==> src/rtl/awpu_pkg.sv <==
// Shared widths, item types and fixed-point helpers for the wave point update.
package awpu_pkg;

	localparam int FRAC_BITS = 16;
	localparam int DATA_W    = 32;
	localparam int SPEED_W   = 31;
	localparam int CFG_W     = 32;
	localparam int CFG_IDX_W = 2;

	// Second differences and 2*c - p need two extra bits.
	localparam int DIFF_W = DATA_W + 2;
	// Rounded coefficient times difference, plus a sign bit.
	localparam int TERM_W = CFG_W + DIFF_W - FRAC_BITS + 1;
	// Sum of five terms.
	localparam int NUM_W  = TERM_W + 2;

	// Reciprocal divider widths.
	localparam int QUO_W  = FRAC_BITS + 1;
	localparam int DEN_W  = CFG_W + 1;
	localparam int DIVD_W = (2 * FRAC_BITS + 1 > DEN_W) ? 2 * FRAC_BITS + 2 : DEN_W + 1;
	localparam int REM_W  = DEN_W + 1;

	// Final scaling product widths.
	localparam int PROD_W = QUO_W + NUM_W;
	localparam int RMAG_W = PROD_W + 1 - FRAC_BITS;

	localparam int TDATA_W = 288;

	typedef enum logic [CFG_IDX_W-1:0] {
		REG_TIME_STEP    = 2'd0,
		REG_STEP_OVER_DX = 2'd1,
		REG_STEP_OVER_DZ = 2'd2
	} cfg_reg_t;

	// One grid point as it enters the block.
	typedef struct packed {
		logic signed [DATA_W-1:0] now_center;
		logic signed [DATA_W-1:0] now_left;
		logic signed [DATA_W-1:0] now_right;
		logic signed [DATA_W-1:0] now_above;
		logic signed [DATA_W-1:0] now_below;
		logic signed [DATA_W-1:0] prior_center;
		logic [SPEED_W-1:0]       wave_speed;
		logic [SPEED_W-1:0]       damping;
		logic signed [DATA_W-1:0] source_next;
		logic                     top_row;
	} point_t;

	// Coefficient stages to reciprocal stages.
	typedef struct packed {
		logic [DEN_W-1:0]         den;
		logic signed [TERM_W-1:0] t_damp;
		logic signed [NUM_W-1:0]  sum_a;
		logic signed [NUM_W-1:0]  sum_b;
	} terms_t;

	// Reciprocal stages to scaling stages.
	typedef struct packed {
		logic [QUO_W-1:0]        recip;
		logic signed [NUM_W-1:0] num;
	} scaled_in_t;

	// Unsigned product shifted right with rounding at one half, clipped to 32 bits.
	function automatic logic [CFG_W-1:0] coef_mul(input logic [CFG_W-1:0] a,
			input logic [CFG_W-1:0] b);
		logic [2*CFG_W:0] p;
		logic [2*CFG_W:0] r;
		p = (2*CFG_W+1)'(a) * (2*CFG_W+1)'(b);
		p = p + ((2*CFG_W+1)'(1) << (FRAC_BITS - 1));
		r = p >> FRAC_BITS;
		if (|r[2*CFG_W:CFG_W]) begin
			return '1;
		end
		return r[CFG_W-1:0];
	endfunction

	// Unsigned coefficient times signed value, magnitude rounded, sign restored.
	function automatic logic signed [TERM_W-1:0] term_mul(input logic [CFG_W-1:0] a,
			input logic signed [DIFF_W-1:0] b);
		logic [DIFF_W-1:0]                 mag;
		logic [CFG_W+DIFF_W-1:0]           p;
		logic [CFG_W+DIFF_W-FRAC_BITS-1:0] r;
		mag = b[DIFF_W-1] ? DIFF_W'(-b) : DIFF_W'(b);
		p = (CFG_W+DIFF_W)'(a) * (CFG_W+DIFF_W)'(mag);
		p = p + ((CFG_W+DIFF_W)'(1) << (FRAC_BITS - 1));
		r = p[CFG_W+DIFF_W-1:FRAC_BITS];
		return b[DIFF_W-1] ? -$signed({1'b0, r}) : $signed({1'b0, r});
	endfunction

endpackage

==> src/rtl/awpu_scale.sv <==
// Final scaling by the reciprocal, rounding, saturation and the output register.
module awpu_scale import awpu_pkg::*; (
	input  logic              clk,
	input  logic              arst_n,
	input  logic              in_valid,
	output logic              in_ready,
	input  scaled_in_t        in_data,
	output logic              out_valid,
	input  logic              out_ready,
	output logic [DATA_W-1:0] next_value,
	output logic              saturated
);

	localparam logic [RMAG_W-1:0] POS_LIMIT = (RMAG_W'(1) << (DATA_W - 1)) - RMAG_W'(1);
	localparam logic [RMAG_W-1:0] NEG_LIMIT = RMAG_W'(1) << (DATA_W - 1);

	logic              v_s1, v_s2;
	logic              en1, en2;
	logic [PROD_W-1:0] prod_s1;
	logic              neg_s1;
	logic [DATA_W-1:0] value_s2;
	logic              sat_s2;

	logic [NUM_W-1:0]  mag;
	logic [PROD_W:0]   rsum;
	logic [RMAG_W-1:0] rmag;

	assign en2        = !v_s2 || out_ready;
	assign en1        = !v_s1 || en2;
	assign in_ready   = en1;
	assign out_valid  = v_s2;
	assign next_value = value_s2;
	assign saturated  = sat_s2;

	assign mag  = in_data.num[NUM_W-1] ? NUM_W'(-in_data.num) : NUM_W'(in_data.num);
	assign rsum = (PROD_W+1)'(prod_s1) + ((PROD_W+1)'(1) << (FRAC_BITS - 1));
	assign rmag = rsum[PROD_W:FRAC_BITS];

	always_ff @(posedge clk or negedge arst_n) begin
		if (!arst_n) begin
			v_s1 <= 1'b0;
			v_s2 <= 1'b0;
		end else begin
			if (en1) v_s1 <= in_valid;
			if (en2) v_s2 <= v_s1;
		end
	end

	// Stage 1: magnitude of the numerator times the reciprocal.
	always_ff @(posedge clk) begin
		if (en1) begin
			prod_s1 <= PROD_W'(mag) * PROD_W'(in_data.recip);
			neg_s1  <= in_data.num[NUM_W-1];
		end
	end

	// Stage 2: round, restore the sign and clip to the 32-bit range.
	always_ff @(posedge clk) begin
		if (en2) begin
			if (neg_s1) begin
				sat_s2   <= rmag > NEG_LIMIT;
				value_s2 <= (rmag > NEG_LIMIT) ? NEG_LIMIT[DATA_W-1:0]
				                               : DATA_W'(-rmag);
			end else begin
				sat_s2   <= rmag > POS_LIMIT;
				value_s2 <= (rmag > POS_LIMIT) ? POS_LIMIT[DATA_W-1:0]
				                               : rmag[DATA_W-1:0];
			end
		end
	end

endmodule

==> config.mk <==
export PLATFORM = sky130hd
export DESIGN_NAME = awpu_scale
export DESIGN_NICKNAME = d
export VERILOG_FILES = /design/src/rtl/awpu_pkg.sv /design/src/rtl/awpu_scale.sv
export SDC_FILE = /design/constraint.sdc
export NUM_CORES = 2
export LEC_CHECK = 0
export ABC_AREA = 1
export BUFFER_PORTS_ARGS = -buffer_cell sky130_fd_sc_hd__buf_4
export CAP_MARGIN = 20
export CORE_ASPECT_RATIO = 1.1
export CORE_MARGIN = 2
export CORE_UTILIZATION = 35
export DETAILED_ROUTE_END_ITERATION = 16
export PLACE_DENSITY = 0.57
export REMOVE_ABC_BUFFERS = 1
export SYNTH_ARGS = -nofsm -noshare
export SYNTH_HDL_FRONTEND = slang
export SYNTH_SLANG_ARGS = --single-unit
==> constraint.sdc <==
create_clock -name clk -period 2.7 [get_ports clk]
set_clock_uncertainty 0.05 [all_clocks]
set_input_delay 0.27 -clock clk [delete_from_list [all_inputs] [get_ports clk]]
set_output_delay 0.27 -clock clk [all_outputs]
set_load 0.02 [all_outputs]
# Word level (Yosys, flattened, before mapping)
# Cells that the tools add are included.
# word_totals
regBits	106
in_bits	74
out_inout_bits	35
# op_classes
add_sub_neg	3
n_mul	1
order_cmp	2
mux	5
reduce_logical	4
# ops
operator	count
32-bit two-way mux	3
70-bit by 16-bit adder with 71-bit output, second input constant	1
53-bit by 17-bit multiplier with 70-bit output	1
55-bit by 31-bit > comparator with 1-bit output, second input constant	1
55-bit by 32-bit > comparator with 1-bit output, second input constant	1
53-bit two-way mux	1
53-bit negator	1
32-bit negator	1
1-bit logical NOT	2
1-bit logical OR	2
1-bit two-way mux	1

# Logic depth before layout (Yosys ltp)
# logic_depth
ltp_word	4
ltp_mapped	42
mapped_depth_nobuf	41

# Worst setup path before layout
# No wires, ideal clock.
# synth_timing
path_kind	in2reg
start	input port in_data[0] (netlist bit)
end	register prod_s1[63], data pin
setup_ps	259
arrival_time_ps	6925
path_slack_ps	-4534
stages	36
path_buffers	2
path_cell_list	buf_6 -> clkinv_2 -> ha_1 -> nand2_1 -> inv_1 -> nand2_1 -> nor2_1 -> nand3_1 -> nor3_2 -> nand3_1 -> nor2_1 -> nor2_1 -> xor2_1 -> clkbuf_1 -> nand2_1 -> fa_1 -> inv_1 -> fa_1 -> inv_1 -> fa_1 -> inv_1 -> fa_1 -> fa_1 -> inv_1 -> fa_1 -> inv_1 -> ha_1 -> a21oi_1 -> o21ai_0 -> a21oi_1 -> inv_1 -> a21oi_1 -> inv_1 -> a211oi_1 -> nand2_1 -> xor2_1
# synth_via
elab_chain_len	3
# synth_rtl
element	line_no	rtl
start, declared	awpu_scale.sv:7	input scaled_in_t in_data,
53-bit negator	awpu_scale.sv:35	assign mag = in_data.num[NUM_W-1] ? NUM_W'(-in_data.num) : NUM_W'(in_data.num);
53-bit two-way mux (*)	awpu_scale.sv:35	
53-bit by 17-bit multiplier with 70-bit output (*)	awpu_scale.sv:52	prod_s1 <= PROD_W'(mag) * PROD_W'(in_data.recip);
end signal, assigned	awpu_scale.sv:52	
end, declared	awpu_scale.sv:19	logic [PROD_W-1:0] prod_s1;
# Every way passes the cells marked *; elsewhere a longest branch is shown, timed or not.
# A chain may end at the register's enable or synchronous reset.

# Worst setup path in the final report
# layout_timing
start	input port in_data[6] (netlist bit)
end	register prod_s1[52], data pin
# The elaborated chain is that of the path after synthesis.

==> qor.yml <==
final.fill_count: 9983
htree_levels: 3
port_buffers: 108
via_per_inst: 4.85
cts_tree: "built"
drtIter0Drc: 2037
final_cell_mix: "nand2_1, buf_4, inv_1"
synth_warnings: 0
synth-edff-count: 89
core_sq_um: 104000
crit_buf_inv: 13
crit_arrival_ns: 7.05
synth-seq-area-share_pct: 7.42
die_x_um: 313
row_count: 124
syn2layout_area_growth_pct: 45.2
crit_path_end_kind: "register"
min_from: "in_valid"
drive_gt1_share_pct: 35.4
violations: "setup timing"
multi_input_area_sq_um: 32700
layout.nets: 7130
final-setup-viol-count: 88
worst_pin_slew_ns: 0.705
ys_ff_latch: 91
grt_pass1_wl_mm: 225
cp-start-kind: "input port"
grt_max_degree: 35
crit_family: "adder cells"
crit_required_ns: 2.77
critPathLaunch: "in_data[6]"
fin_crit_ns: 6.98
drc: 0
cp_slowest_cell: "fa_1"
dieArea_sq_um: 107000
clock_latency_ns: 0.38
wl_per_cell_um: 19.6
maxSlewHeadroom_pct: 52.9
fin_util_pct: 51.3
fin_ws_ns: -4.28
slew_violations: 0
status: "finished, violations left"
postRouteAntennaNets: 0
cts_buffers: 9
io_pins: 109
gp_congestion: 1.01
cts-root-to-sink-buffers: 2
clk_pin_slew_worst_paths_ns: 0.07
wirelength_mm: 148
grt_pass1_vias: 39514
ys.flop_type: "edfxtp_1"
via_count: 36593
layout_commonest_cell: "nand2_1"
dpl.hpwl_mm: 129
syn_area_per_cell_sq_um: 7.34
period_share_pct: 258
grt_usage_pct: 27.7
cts_sinks: 91
r2r-start: "prod_s1[30]"
cts-root-buf: "clkbuf_16"
seq_area_sq_um: 2720
reg2reg_depth: 17
crit_top_cell: "nand2_4"
first_pass_iters: 7
synth-async-reset-ratio_pct: 2.20
overflow: 0
hold_depth: 3
syn_inst: 5004
hold_violations: 0
hp-class: "in2reg"
antenna_found_initial: 7
start_util_pct: 35.3
crit_type: "in2reg"
path_max_fanout: 4
rsz0062_at_grt: "true"
maxCapViolations: 0
syn_area_sq_um: 36700
path_depth: 41
synthDistinctLibCells: 53
max_freq_ghz: 0.143
max_stage_delay_ns: 0.56
die_h_um: 344
==> repair_timing <==
action	in CTS	in global routing
hold buffers	1	0
cloned	3	0
pin swaps	344	265
endpoints found under the hold margin	2	0
endpoints found under the setup margin	88	88
buffers inserted	107	60
resized for setup	853	410
==> registers in the layout (all words and copies together) (netlist names) <==
signal	count
out_valid	1
prod_s1	55
v_s1	1
next_value	32
saturated	1
neg_s1	1
==> worst paths after layout <==
kind | slack (ns) | end
max in group asynchronous | 2.35 | v_s1
min reg2reg | 0.45 | out_valid
min | 0.03 | v_s1
min in group asynchronous | 0.16 | out_valid
max | -4.28 | prod_s1[52]
max reg2reg | -0.23 | next_value[14]
==> logic make-up (layout without fill, tap and decap cells) <==
family,count (synthesis),in the layout,synth area share [%]
flip-flops,91,91,7.42
XOR/XNOR,87,87,2.08
buffers and inverters,1379,2528,14.3
adder cells (fa/ha/maj),908,908,46.5
AO/OA/AOI/OAI,268,268,4.00
AND/OR/NAND/NOR,2271,2271,25.7
other,0,6,0
==> stage by stage <==
stage               area [sq um]  setup TNS (ns)  cells  setup slack, ns  hold WS, ns
floorplan                  36100         -233.33   4849            -4.50      -0.0756
global placement           47200         -277.17   7375            -5.25      0.00342
detailed placement         47200         -281.61   7375            -5.31      0.00546
CTS                        51500         -226.73   7490            -4.29       0.0133
global route               53300         -249.20   7544            -4.53       0.0422
finish                     53300         -227.73   7545            -4.28       0.0281
==> cell usage after synthesis (5+ instances only) <==
cell	number	area share, %
a21oi_1	130	1.8
a31oi_1	20	0.34
buf_2	9	0.12
buf_6	5	0.15
clkbuf_1	135	1.4
clkinv_1	12	0.12
edfxtp_1	89	7.3
fa_1	762	42
ha_1	146	5.0
inv_1	1205	12
inv_2	6	0.061
nand2_1	1286	13
nand2_2	24	0.41
nand3_1	178	2.4
nand3_2	6	0.16
nand3b_1	8	0.16
nand4_1	59	1.0
nor2_1	578	5.9
nor2_2	16	0.27
nor2_4	15	0.46
nor3_1	44	0.60
nor4_1	18	0.31
o21a_1	7	0.14
o21ai_0	78	1.1
o21bai_1	11	0.22
or2_2	23	0.39
xnor2_1	20	0.48
xor2_1	67	1.6
==> worst register-to-register path: cells and delay by family, from the launching register on <==
| kind | cells | cell delay (ns) |
|---|---|---|
| buffers and inverters | 2 | 0.32 |
| flip-flops | 1 | 0.42 |
| AND/OR/NAND/NOR | 15 | 1.88 |
==> layer usage <==
| layer | up-vias | routed length, um | GRT usage [%] |
|---|---|---|---|
| met1 | 17839 | 53600 | 30.4 |
| met4 | 2 | 12900 | 19.6 |
| met3 | 499 | 7450 | 3.09 |
| met2 | 1276 | 74000 | 49.9 |
| li1 | 16977 | - | - |
| met5 | - | 17 | 0 |
==> layout make-up <==
type,instances,area share [%]
Sequential cell,91,5.11
Antenna cell,6,0.0282
Timing Repair Buffer,1288,20.9
Tap cell,1386,3.25
Clock inverter,5,0.0986
Multi-Input combinational cell,3534,61.4
Clock buffer,11,0.437
Inverter,1224,8.83
Power is not shown: default switching activity piles up to over one toggle a cycle in this logic, so the estimate is an artifact.
